### config.mk
export PLATFORM = sky130hd
export DESIGN_NAME = compare_timer_registers
export DESIGN_NICKNAME = d
export VERILOG_FILES = /design/src/rtl/cmptmr_pkg.sv /design/src/rtl/cmptmr_in_stage.sv /design/src/rtl/cmptmr_regs.sv /design/src/rtl/cmptmr_out_stage.sv /design/src/rtl/compare_timer_registers.sv
export SDC_FILE = /design/constraint.sdc
export NUM_CORES = 1
export LEC_CHECK = 0
export ABC_AREA = 0
export BUFFER_PORTS_ARGS = -buffer_cell sky130_fd_sc_hd__buf_4
export CAP_MARGIN = 20
export CELL_PAD_IN_SITES_DETAIL_PLACEMENT = 1
export CELL_PAD_IN_SITES_GLOBAL_PLACEMENT = 2
export CORE_AREA = 2 2 199 201
export DETAILED_ROUTE_END_ITERATION = 7
export DIE_AREA = 0 0 201 203
export PLACE_DENSITY_LB_ADDON = 0.05
export REMOVE_ABC_BUFFERS = 1
export SYNTH_ARGS = -nofsm -noshare
export SYNTH_HDL_FRONTEND = slang
export SYNTH_SLANG_ARGS = --single-unit
### constraint.sdc
create_clock -name clk -period 4.2 [get_ports clk]
set_input_delay 0.84 -clock clk [delete_from_list [all_inputs] [get_ports clk]]
set_output_delay 0.84 -clock clk [all_outputs]
set_load 0.03 [all_outputs]
### src/rtl/cmptmr_pkg.sv
`timescale 1ns / 1ps
// ----------------------------------------------------------------------------
// cmptmr_pkg: shared types and constants of the compare timer
// Register offsets, half-word masks, stream widths and the item and result
// structs passed between the pipeline stages.
// ----------------------------------------------------------------------------
package cmptmr_pkg;

  // Stream widths (data fields packed from bit 0, padded to whole bytes)
  localparam int unsigned IN_DATA_W  = 40;
  localparam int unsigned IN_USER_W  = 2;
  localparam int unsigned OUT_DATA_W = 40;

  // Register map, byte offsets in the window
  localparam logic [7:0] OFS_COUNT_LO = 8'h00;
  localparam logic [7:0] OFS_COUNT_HI = 8'h04;
  localparam logic [7:0] OFS_CMP_LO   = 8'h08;
  localparam logic [7:0] OFS_CMP_HI   = 8'h0C;
  localparam logic [7:0] OFS_CTRL     = 8'h10;

  // Item kinds
  localparam logic KIND_TICK   = 1'b0;
  localparam logic KIND_ACCESS = 1'b1;

  localparam logic [63:0] HIGH_HALF = 64'hFFFF_FFFF_0000_0000;
  localparam logic [63:0] LOW_HALF  = 64'h0000_0000_FFFF_FFFF;

  typedef struct packed {
    logic        kind;
    logic        write_enable;
    logic [7:0]  access_offset;
    logic [31:0] write_data;
  } item_t;

  typedef struct packed {
    logic [31:0] read_data;
    logic        address_error;
    logic        irq_level;
  } result_t;

  // Replace the low half of a 64-bit register
  function automatic logic [63:0] put_low(input logic [63:0] reg_val, input logic [31:0] v);
    put_low = (reg_val & HIGH_HALF) | {32'd0, v};
  endfunction

  // Replace the high half of a 64-bit register
  function automatic logic [63:0] put_high(input logic [63:0] reg_val, input logic [31:0] v);
    put_high = (reg_val & LOW_HALF) | {v, 32'd0};
  endfunction

endpackage

### src/rtl/cmptmr_in_stage.sv
`timescale 1ns / 1ps
// ----------------------------------------------------------------------------
// cmptmr_in_stage: input register
// Captures one beat from the slave side and holds it until the register
// file executes it. Accepts a new beat in the same cycle the held one leaves.
// ----------------------------------------------------------------------------
module cmptmr_in_stage (
  input  logic                                clk,
  input  logic                                rst,
  input  logic                                s_axis_tvalid,
  output logic                                s_axis_tready,
  input  logic [cmptmr_pkg::IN_DATA_W-1:0]    s_axis_tdata,   // access_offset, write_data
  input  logic [cmptmr_pkg::IN_USER_W-1:0]    s_axis_tuser,   // kind, write_enable
  input  logic                                take,
  output logic                                item_vld,
  output cmptmr_pkg::item_t                   item
);

  logic              vld;
  cmptmr_pkg::item_t held;

  assign s_axis_tready = !vld || take;
  assign item_vld      = vld;
  assign item          = held;

  // Valid flag
  always_ff @(posedge clk) begin
    if (rst) begin
      vld <= 1'b0;
    end else if (s_axis_tready) begin
      vld <= s_axis_tvalid;
    end
  end

  // Payload, unpacked from the beat
  always_ff @(posedge clk) begin
    if (s_axis_tready && s_axis_tvalid) begin
      held.kind          <= s_axis_tuser[0];
      held.write_enable  <= s_axis_tuser[1];
      held.access_offset <= s_axis_tdata[7:0];
      held.write_data    <= s_axis_tdata[39:8];
    end
  end

endmodule

### src/rtl/cmptmr_regs.sv
`timescale 1ns / 1ps
// ----------------------------------------------------------------------------
// cmptmr_regs: timer state and access decode
// Holds count, compare value and control word; executes one item per
// cycle while fire is high and produces its result, including the interrupt level after it.
// ----------------------------------------------------------------------------
module cmptmr_regs (
  input  logic                   clk,
  input  logic                   rst,
  input  logic                   fire,
  input  cmptmr_pkg::item_t      item,
  output cmptmr_pkg::result_t    result
);

  logic [63:0] tick_count, tick_count_next;
  logic [63:0] compare_value, compare_value_next;
  logic [31:0] control_word, control_word_next;
  logic [31:0] rd;
  logic        err;

  // Decode and next state
  always_comb begin
    tick_count_next    = tick_count;
    compare_value_next = compare_value;
    control_word_next  = control_word;
    rd                 = 32'd0;
    err                = 1'b0;
    if (item.kind == cmptmr_pkg::KIND_TICK) begin
      tick_count_next = tick_count + 64'd1;
    end else begin
      unique case (item.access_offset)
        cmptmr_pkg::OFS_COUNT_LO: begin
          if (item.write_enable) tick_count_next = cmptmr_pkg::put_low(tick_count, item.write_data);
          else rd = tick_count[31:0];
        end
        cmptmr_pkg::OFS_COUNT_HI: begin
          if (item.write_enable) tick_count_next = cmptmr_pkg::put_high(tick_count, item.write_data);
          else rd = tick_count[63:32];
        end
        cmptmr_pkg::OFS_CMP_LO: begin
          if (item.write_enable) begin
            compare_value_next = cmptmr_pkg::put_low(compare_value, item.write_data);
          end else begin
            rd = compare_value[31:0];
          end
        end
        cmptmr_pkg::OFS_CMP_HI: begin
          if (item.write_enable) begin
            compare_value_next = cmptmr_pkg::put_high(compare_value, item.write_data);
          end else begin
            rd = compare_value[63:32];
          end
        end
        cmptmr_pkg::OFS_CTRL: begin
          if (item.write_enable) control_word_next = item.write_data;
          else rd = control_word;
        end
        default: begin
          err = 1'b1;
        end
      endcase
    end
  end

  // Result: interrupt level reflects state after this item
  always_comb begin
    result.read_data     = rd;
    result.address_error = err;
    result.irq_level     = control_word_next[0] && (tick_count_next >= compare_value_next);
  end

  // State registers
  always_ff @(posedge clk) begin
    if (rst) begin
      tick_count    <= 64'd0;
      compare_value <= 64'd0;
      control_word  <= 32'd0;
    end else if (fire) begin
      tick_count    <= tick_count_next;
      compare_value <= compare_value_next;
      control_word  <= control_word_next;
    end
  end

endmodule

### src/rtl/cmptmr_out_stage.sv
`timescale 1ns / 1ps
// ----------------------------------------------------------------------------
// cmptmr_out_stage: result register
// Holds one result beat for the master side; frees up in the cycle the
// held beat is taken, so a new result can load back to back.
// ----------------------------------------------------------------------------
module cmptmr_out_stage (
  input  logic                                clk,
  input  logic                                rst,
  input  logic                                load,
  input  cmptmr_pkg::result_t                 result,
  output logic                                room,
  output logic                                m_axis_tvalid,
  input  logic                                m_axis_tready,
  output logic [cmptmr_pkg::OUT_DATA_W-1:0]   m_axis_tdata    // read_data, address_error, irq_level
);

  logic                vld;
  cmptmr_pkg::result_t held;

  assign room          = !vld || m_axis_tready;
  assign m_axis_tvalid = vld;
  assign m_axis_tdata  = {6'd0, held.irq_level, held.address_error, held.read_data};

  // Valid flag
  always_ff @(posedge clk) begin
    if (rst) begin
      vld <= 1'b0;
    end else if (room) begin
      vld <= load;
    end
  end

  // Payload
  always_ff @(posedge clk) begin
    if (load) begin
      held <= result;
    end
  end

endmodule

### src/rtl/compare_timer_registers.sv
`timescale 1ns / 1ps
// ----------------------------------------------------------------------------
// compare_timer_registers: 64-bit machine timer with compare register
// Each input beat is a tick or a 32-bit register access; each yields one
// result beat with read data, address error and interrupt level.
// ----------------------------------------------------------------------------
// One beat is taken every clock cycle when the master side keeps up. A beat
// is registered on entry, executed against the timer state once the result
// register has room (increment or half-word update plus the 64-bit
// count >= compare check) and its result registered for the master side.
// Throughput is set by the state update, which lets every item see the
// state left by the one before it. Offsets: 0x00/0x04 count low/high, 0x08/0x0C
// compare low/high, 0x10 control (bit 0 enables the interrupt); any other
// offset flags an address error and changes nothing.
module compare_timer_registers (
  input  logic                                clk,
  input  logic                                rst,
  input  logic                                s_axis_tvalid,
  output logic                                s_axis_tready,
  input  logic [cmptmr_pkg::IN_DATA_W-1:0]    s_axis_tdata,   // access_offset, write_data
  input  logic [cmptmr_pkg::IN_USER_W-1:0]    s_axis_tuser,   // kind, write_enable
  output logic                                m_axis_tvalid,
  input  logic                                m_axis_tready,
  output logic [cmptmr_pkg::OUT_DATA_W-1:0]   m_axis_tdata    // read_data, address_error, irq_level
);

  logic                item_vld;
  cmptmr_pkg::item_t   item;
  cmptmr_pkg::result_t result;
  logic                room;
  logic                fire;

  // Execute when an item is held and the result register has room
  assign fire = item_vld && room;

  cmptmr_in_stage u_in (
    .clk           (clk),
    .rst           (rst),
    .s_axis_tvalid (s_axis_tvalid),
    .s_axis_tready (s_axis_tready),
    .s_axis_tdata  (s_axis_tdata),
    .s_axis_tuser  (s_axis_tuser),
    .take          (fire),
    .item_vld      (item_vld),
    .item          (item)
  );

  cmptmr_regs u_regs (
    .clk    (clk),
    .rst    (rst),
    .fire   (fire),
    .item   (item),
    .result (result)
  );

  cmptmr_out_stage u_out (
    .clk           (clk),
    .rst           (rst),
    .load          (fire),
    .result        (result),
    .room          (room),
    .m_axis_tvalid (m_axis_tvalid),
    .m_axis_tready (m_axis_tready),
    .m_axis_tdata  (m_axis_tdata)
  );

endmodule

# After elaboration in Yosys (flattened, before gate mapping)
# Index checks and enable logic that the tools add are counted.
[totals]
output_inout_bits = 42
mem_bits_ro = 0
ff_bits = 238
latchBits = 0
inputBits = 46
ramBits = 0
mem_count = 0
[op_classes]
bitwise = 4
addsub = 1
mux = 18
eq_ne = 4
shift = 0
n_reduce_logical = 10
magnitude_cmp = 1
div = 0
multipliers = 0
[ops]
columns = ["cell", "n"]
rows = [
  ["64-bit 2-to-1 mux", 6],
  ["64-bit case mux with 2 select lines", 2],
  ["32-bit 2-to-1 mux", 5],
  ["32-bit case mux with 5 select lines", 1],
  ["32-bit by 64-bit bitwise OR with 64-bit output", 2],
  ["64-bit by 32-bit bitwise OR with 64-bit output", 2],
  ["64-bit by 1-bit adder with 64-bit output (second input constant)", 1],
  ["64-bit >= comparator", 1],
  ["8-bit by 4-bit equality test with 1-bit output (second input constant)", 2],
  ["8-bit by 3-bit equality test with 1-bit output (second input constant)", 1],
  ["8-bit by 5-bit equality test with 1-bit output (second input constant)", 1],
  ["8-bit zero test", 1],
  ["5-bit OR reduction", 1],
  ["1-bit 2-to-1 mux", 4],
  ["4-bit AND reduction", 1],
  ["1-bit logical AND", 3],
  ["1-bit zero test", 2],
  ["1-bit logical OR", 2],
]

# Logic depth before layout (Yosys ltp)
# Gate-level depths: netlist (run 1).
[logic_depth]
ltp_word = 6
depth_mapped = 16
ltp_nobuf = 14

# Hierarchy
# From an unflattened synthesis (run 1), not the netlist that was laid out.
[unflattened]
hier_cells = 1798
hier_area_um2 = 15008.1
[by_module_without_submodules]
columns = ["module", "n_inst", "cells_per_inst", "area_per_inst_um2"]
rows = [
  ["cmptmr_regs", 1, 1705, 12569.6],
  ["cmptmr_in_stage", 1, 47, 1316.3],
  ["cmptmr_out_stage", 1, 45, 1116.1],
  ["compare_timer_registers", 1, 1, 6.3],
]

# Worst setup path after synthesis (run 1)
# Ideal clock, no wire load.
[synth_timing]
path_type = "flip-flop to flip-flop"
start = "register u_regs.tick_count[23]"
end = "register u_out.held (netlist bit u_out.m_axis_tdata[33]), data pin"
stages_incl_launch_ff = 16
t_required_ns = 3.934
n_path_buf = 2
path_slack_ns = 0.564
arrival_ns = 3.370
setup_time_ns = 0.266
cell_sequence = "dfxtp_1 -> buf_2 -> nand2_1 -> or4_4 -> or3_1 -> buf_2 -> o31ai_1 -> a21oi_1 -> a311oi_1 -> ha_1 -> nand4_1 -> nor3_1 -> a221o_1 -> a211o_1 -> nand3b_1 -> nand4_1"
[synth_rtl]
columns = ["element", "line_no", "source"]
rows = [
  ["start, declared", "cmptmr_regs.sv:15", "logic [63:0] tick_count, tick_count_next;"],
  ["start signal, assigned", "cmptmr_regs.sv:79", "tick_count <= tick_count_next;"],
  ["end signal, assigned", "cmptmr_out_stage.sv:37", "held <= result;"],
  ["end, declared", "cmptmr_out_stage.sv:19", "cmptmr_pkg::result_t held;"],
]

==> summary.txt, run 1 <==
Status
  • Status: finished clean

Clocking
  • Clock Tree Buf Depth: 3
  • Total CTS buffers: 30
  • Root Driver: clkbuf_16
  • CTS Hold Bufs: 0
  • H-tree depth: 1
  • Clock sink count: ~240
  • Clock Pin Slew Worst Setup and Hold Paths: roughly 0.060 ns
  • CTS tree: yes
  • Clock Latency Late Sink: 0.61 ns

Timing
  • Post-route setup slack: approximately 0.15 ns
  • F_max: 247 MHz
  • Final Hold Fails: 0
  • Crit share post-route: a little over nine tenths
  • Slew Limit Fails: 0
  • # setup viols final: 0
  • RSZ-0062 raised after global routing: false
  • Slew margin rel.: about 28%
  • Tightest Pin Transition: between 1 and 1.5 ns
  • Clock Skews: about 0.044 ns
  • Fin crit period: just over 4 ns
  • Worst hold slack: roughly 0.40 ns

Finish
  • Net count reported at finish: just under 2000
  • Post-Layout Cell Count: approximately 2400
  • Final Util: 45.3%
  • Layout cells sized above 1: a little over a fifth
  • Area Overhead vs Synth: 20.2%
  • ANT cells: 0

Route
  • Number of remaining DRC errors: 0
  • Wirelength, routed: around 70 mm
  • DR pass1 iterations: 6
  • WL/cell: 29.1 um
  • Routed vias: around 15000
  • Iter 0 DRT Violations: ~1200
  • Antenna-violating nets left: 0
  • Detail-routed via count per cell: roughly 6.3

Die
  • IO Count: 88
  • # rows: a little over 70
  • Die X: between 200 and 250 um
  • Full die area: 40800 um^2
  • Starting density of the core: between 30 and 40%
  • Vert. Die Dim: about 200 um
  • Core ar.: 38500 um^2

Critical path
  • Kind of critical path: register to register
  • Crit. End Element: register
  • Critical path arrival: roughly 4.4 ns
  • Critical path, cell by cell: buf_4, nand3_1, nor4_1, buf_4, nand3_1, nor2_1, a311oi_1, nor2_1, ha_1, nand2_1, o21ai_0, a221oi_2, buf_4, o2111ai_2, nand3_1, nand4_1
  • R2r setup slk: around 0.15 ns
  • Delay-heaviest family, CP: simple AND/OR/NAND/NOR gates
  • Crit path largest cell delay: between 0.4 and 0.5 ns
  • Worst Path Buf+Inv: 3
  • WP data required: 4.52 ns
  • Nature of the critical path startpoint: register
  • Crit path max fanout: 7
  • Slowest-stage cell, CP: dfxtp_1

Global route
  • First-pass GRT wire length: about 100 mm
  • Global route total overflow: 0
  • Pin count of the biggest net entering global routing: a little over 70
  • Number of global-route vias before repair: approximately 15000
  • Total Routing Usage GR: 33.7%
  • Initial antenna violation count: 2

Pwr
  • Clock network fraction of design power: 45.8%
  • Leakage: about 0.0063 uW
  • P per Cell Area: roughly 320 nW/um^2
  • Design Power: 5590 uW
  • P_int: about 4100 uW
  • VDD IR max: roughly 0.35 mV
  • Sw frac: 27.5%
  • NetSw: about 1500 uW
  • Gate power share: approximately a tenth
  • Reg power frac: between 40 and 50%

Logic synthesis
  • Post-Synthesis Cells: ~1700
  • Synth Warn #: 0
  • Area contributors post-synth: dfxtp_1 22%, edfxtp_1 16%, nand2_1 7.7%, a21oi_1 6.8%, ha_1 5.6%
  • Post-synth top area cell: dfxtp_1
  • Ys async rst share: 0%
  • Avg Cell Area, Syn: around 8.4 um^2
  • Synth Flop Type: dfxtp_1
  • Post-Syn Area: between 10000 and 15000 um^2
  • Register area share after synthesis: between 30% and 40%
  • Top-count cell post-synth: nand2_1
  • Synth cell count leaders: 297 x nand2_1, 198 x a21oi_1, 162 x dfxtp_1, 125 x nor2_1, 96 x clkbuf_1
  • Number of synthesized flops with an enable pin: 76
  • Synthesized flop and latch total: between 200 and 250
  • Top cell type's share of synthesized area: ~22%
  • Netlist cell types: 85

Place
  • Placed insts: ~2300
  • PortBufs: 81
  • DPL Wire Length: 50.8 mm
  • Worst slack, placed: -0.275 ns
  • GP Congestion: between 0.9 and 1

Min path
  • Hold Crit Class: primary input to register

Flow run
  • MaxCap Viol Count: 0
-- power groups by stage --
stage          clock network, uW  logic, uW  registers [uW]
6_report                    2560        526            2510
2_1_floorplan                  0        205            2560
5_1_grt                     2710        559            2510
3_5_place_dp                   0        508            2550
4_1_cts                     2600        513            2500
3_3_place_gp                   0        501            2550
-- cells in the final DEF (no fill, tap or decap), types with 8 or more instances in the layout --
| cell type | synthesis | final |
|---|---|---|
| edfxtp_1 | 76 | 76 |
| mux2i_1 | 59 | 58 |
| o22ai_1 | 11 | 11 |
| nand4_1 | 35 | 35 |
| a21o_1 | 11 | 11 |
| and3_1 | 18 | 16 |
| a21oi_1 | 198 | 198 |
| o21ai_0 | 62 | 61 |
| nand3_1 | 42 | 40 |
| and2_1 | 9 | 9 |
| o221a_2 | 15 | 15 |
| a31oi_1 | 8 | 8 |
| inv_1 | 18 | 17 |
| nor4_1 | 20 | 18 |
| clkbuf_1 | 96 | 8 |
| or3_1 | 14 | 12 |
| nand2_1 | 297 | 296 |
| dfxtp_1 | 162 | 152 |
| buf_4 | 8 | 232 |
| clkbuf_16 | 0 | 30 |
| nor2_1 | 125 | 123 |
| mux2_2 | 35 | 35 |
| nand2b_1 | 9 | 8 |
| a211oi_1 | 24 | 24 |
| o21a_1 | 8 | 8 |
| dfxtp_2 | 0 | 10 |
| nor2b_1 | 9 | 9 |
| and4_1 | 8 | 8 |
| a311oi_1 | 27 | 26 |
| a22o_1 | 9 | 9 |
| a222oi_1 | 32 | 32 |
| ha_1 | 65 | 64 |
| nor3_1 | 48 | 46 |
-- final timing paths --
path | cells after the start | from | to
setup reg to reg | 16 | u_regs.tick_count[31] | u_out.m_axis_tdata[33]
hold reg to reg | 2 | u_regs.control_word[1] | u_regs.control_word[1]
setup / recovery | 16 | u_regs.tick_count[31] | u_out.m_axis_tdata[33]
hold / removal | 1 | s_axis_tdata[13] | u_in.item[5]
-- metal layers --
| metal | GRT usage (%) | routed length [um] |
|---|---|---|
| met3 | 3.56 | 3760 |
| met5 | 0 | 0 |
| met2 | 55.8 | 32300 |
| met4 | 16.2 | 3580 |
| met1 | 44.1 | 30100 |
-- cells by family (layout without fill, tap and decap cells) --
family                   Yosys count  after routing  share of synthesized area, %
AND/OR/NAND/NOR                  682            682                          22.6
adder cells (fa/ha/maj)           65             65                          5.61
buffers and inverters            163            311                          4.73
multiplexers                      94             94                          6.79
other                              1              6                        0.0258
flip-flops                       238            238                          38.1
AO/OA/AOI/OAI                    481            481                          22.2
-- metrics by stage --
stage / area, um^2 / setup TNS, ns
3_5_place_dp: 16300 / -0.275
2_1_floorplan: 13900 / -54.07
6_report: 17400 / 0
4_1_cts: 17300 / 0
3_3_place_gp: 16300 / -0.249
5_1_grt: 17400 / 0
-- sequential cells by signal, indices dropped and copies added (netlist names) --
| signal | cells |
|---|---|
| u_out.m_axis_tvalid | 1 |
| u_in.item | 42 |
| u_out.m_axis_tdata | 34 |
| u_regs.compare_value | 64 |
| u_regs.tick_count | 64 |
| u_in.item_vld | 1 |
| u_regs.control_word | 32 |
-- area by class of cell --
cell class | instances | area (um^2)
fill | 4537 | 21000
multi-input combinational | 1328 | 8410
sequential | 238 | 5540
timing repair buffer | 236 | 1820
clock buffer | 38 | 781
tap | 518 | 648
clock inverter | 18 | 168
inverter | 19 | 73.8
-- what timing repair did --
| action | in CTS | in global routing |
|---|---|---|
| pin swaps | 3 | 6 |
| setup buffers | 4 | 8 |
| gates resized for setup | 3 | 24 |
| setup endpoints to repair | 1 | 1 |
(Power assumes the default switching activity.)
==> inputs of run 2 (changes only) <==
Settings changed: CORE_AREA 2 2 199 201 to 2 2 182 220, CTS_CLUSTER_SIZE set to 14, DIE_AREA 0 0 201 203 to 0 0 184 222.
==> summary.txt, run 2 (synthesis results as in run 1) <==
Global route
  • M1 GR Usage: 41.9% (-2.2 points)
  • Pin count of the biggest net entering global routing: 74 (+2.8%)
  • Global route total overflow: 0 (unchanged)
  • Initial antenna violation count: 0 (-2)
  • First-pass GRT wire length: 105 mm (+2.0%)
  • Number of global-route vias before repair: 15409 (+0.92%)
  • Total Routing Usage GR: 34.8% (+1.0 points)
  • Met3 Track Usage GR: 4.75% (+1.2 points)
  • GRT Max-Usage Layer: met2
  • Met2 Track Usage GR: 58.7% (+2.9 points)

Timing
  • Slew margin rel.: 34.8% (+7.0 points)
  • Post-route setup slack: 0.145 ns (-0.000996 ns)
  • Final Hold Fails: 0 (unchanged)
  • # setup viols final: 0 (unchanged)
  • Slew Limit Fails: 0 (unchanged)
  • Clock Skews: 0.0354 ns (-0.00828 ns)
  • Final setup TNS: 0 ns (unchanged)
  • F_max: 247 MHz (about the same)
  • Crit share post-route: 96.5% (about the same)
  • Fin crit period: 4.05 ns (+0.000996 ns)
  • Tightest Pin Transition: 0.978 ns (-0.102 ns)

Clocking
  • Clock Pin Slew Worst Setup and Hold Paths: 0.07 ns (about the same)
  • H-tree depth: 1 (unchanged)
  • Clock Tree Buf Depth: 3 (unchanged)
  • CTS tree: yes
  • Clock Latency Late Sink: 0.59 ns (-0.02 ns)
  • Total CTS buffers: 29 (-3.3%)
  • Root Driver: clkbuf_16
  • Clock sink count: 238 (unchanged)

Critical path
  • WP data required: 4.54 ns (+0.02 ns)
  • Nature of the critical path startpoint: register
  • Critical path arrival: 4.39 ns (about the same)
  • R2r setup slk: 0.15 ns (about the same)
  • Reg2reg end: u_out.m_axis_tdata[33]
  • Kind of critical path: register to register
  • Crit path max fanout: 14 (+7)
  • R2R depth: 12 (-4)
  • Worst R2R Start: u_in.item[37]
  • Crit. End Element: register

Die
  • Core ar.: 38500 um^2 (+0.21%)
  • Die X: 184 um (-8.5%)
  • # rows: 79 (+9.7%)
  • Full die area: 40800 um^2 (+0.11%)
  • IO Count: 88 (unchanged)
  • Starting density of the core: 37.6% (-0.081 points)
  • Vert. Die Dim: 222 um (+9.4%)

Place
  • GP Congestion: 0.971 (-2.0%)
  • Worst slack, placed: 0.0636 ns (+0.339 ns)
  • DPL Wire Length: 51.3 mm (+0.97%)
  • PortBufs: 81 (unchanged)
  • Area after DPL: 16400 um^2 (+0.55%)

Finish
  • Net count reported at finish: 1967 (+0.15%)
  • Area of the multi-input gates: 8410 um^2 (unchanged)
  • Storage cell area: 5530 um^2 (-0.18%)
  • Fillers: 4550 (+0.29%)
  • Area Overhead vs Synth: 20.4%
  • Commonest non-fill, non-tap cell in the layout: nand2_1
  • Most frequent cells in the layout: 296 x nand2_1, 231 x buf_4, 198 x a21oi_1, 160 x dfxtp_1, 123 x nor2_1
  • Final instance area: 17500 um^2 (+0.16%)
  • Layout cells sized above 1: 20.4% (-0.77 points)

Flow run
  • MaxCap Viol Count: 0 (unchanged)

Min path
  • Worst hold path stage count: 1 (unchanged)
  • Hold Crit Start: s_axis_tdata[34]
  • Worst Hold End: u_in.item[26]
  • Hold Crit Class: primary input to register

Route
  • Number of remaining DRC errors: 0 (unchanged)
  • Detail-routed via count per cell: 6.37 (+1.1%)
  • Iter 0 DRT Violations: 1248 (+0.73%)
  • DR pass1 iterations: 7 (+1)
  • Routed vias: 15082 (-0.11%)
  • Antenna-violating nets left: 0 (unchanged)
  • Wirelength, routed: 71.9 mm (+3.0%)
  • WL/cell: 30.4 um (+4.3%)

Pwr
  • Gate power share: 9.4% (about the same)
  • VDD IR max: 0.327 mV (-7.8%)
  • Design Power: 5620 uW (+0.47%)
  • Clock network fraction of design power: 45.9% (about the same)
  • P_int: 4100 uW (+1.2%)
  • Leakage: 0.00640 uW (+0.85%)
  • P per Cell Area: 321 nW/um^2 (+0.31%)
  • NetSw: 1520 uW (-1.4%)
  • Sw frac: 27.0% (-0.50 points)
  • Reg power frac: 44.7% (about the same)

Status
  • Status: finished clean
==> run 2: layout make-up <==
type	instances	share of cell area (%)
Clock buffer	38	4.46
Timing Repair Buffer	240	10.9
Multi-Input combinational cell	1328	48.2
Clock inverter	16	0.938
Sequential cell	238	31.6
Tap cell	486	3.48
Inverter	19	0.423
Antenna cell	1	0.0143
==> run 2: power by group through the flow <==
| stage | combinational, uW | clock (uW) | sequential (uW) |
|---|---|---|---|
| 2_1_floorplan | 205 | 0 | 2560 |
| 3_3_place_gp | 513 | 0 | 2550 |
| 3_5_place_dp | 518 | 0 | 2550 |
| 4_1_cts | 520 | 2610 | 2510 |
| 5_1_grt | 563 | 2690 | 2510 |
| 6_report | 529 | 2580 | 2510 |
==> run 2: per-layer routing <==
layer | part of all wire (%) | up-vias
met2 | 48 | 534
met5 | 0 | -
met4 | 6.7 | 0
met1 | 40 | 7638
met3 | 5.4 | 185
li1 | - | 6725
==> run 2: how the worst max path moves through the flow <==
stage | to | cells after the start | start
after floorplan | u_out.m_axis_tdata[33] | 12 | u_in.item[41]
after global placement | u_out.m_axis_tdata[33] | 14 | u_in.item[37]
after detailed placement | u_out.m_axis_tdata[33] | 16 | u_regs.tick_count[9]
after CTS | u_out.m_axis_tdata[33] | 14 | u_in.item[37]
after global routing | u_out.m_axis_tdata[33] | 13 | u_in.item[37]
final | u_out.m_axis_tdata[33] | 12 | u_in.item[37]
==> run 2: metrics by stage <==
stage / utilization (%) / cells / hold WS [ns]
2_1_floorplan: - / 1585 / 0.430
3_3_place_gp: 42.6 / 2309 / 0.444
3_5_place_dp: 42.6 / 2309 / 0.451
4_1_cts: 45.0 / 2363 / 0.401
5_1_grt: 45.3 / 2365 / 0.407
6_report: 45.3 / 2366 / 0.419
==> run 2: repair_timing <==
action / 4_1_cts / 5_1_grt
hold buffers: 0 / 0
endpoints found under the setup margin: 0 / 1
gates resized for setup: 0 / 18
buffers inserted: 0 / 1
endpoints found under the hold margin: 0 / 0
==> run 2: critical path: stages, from the launching register on <==
cell and delay (ns):
edfxtp_1 0.43, or4_4 0.59, nor4_4 0.33, and3_4 0.31
buf_12 0.22, mux2i_1 0.35, ha_1 0.30, a21oi_1 0.14
o21ai_0 0.25, a221o_1 0.41, a211o_1 0.28, nand3b_1 0.08
nand4_1 0.09
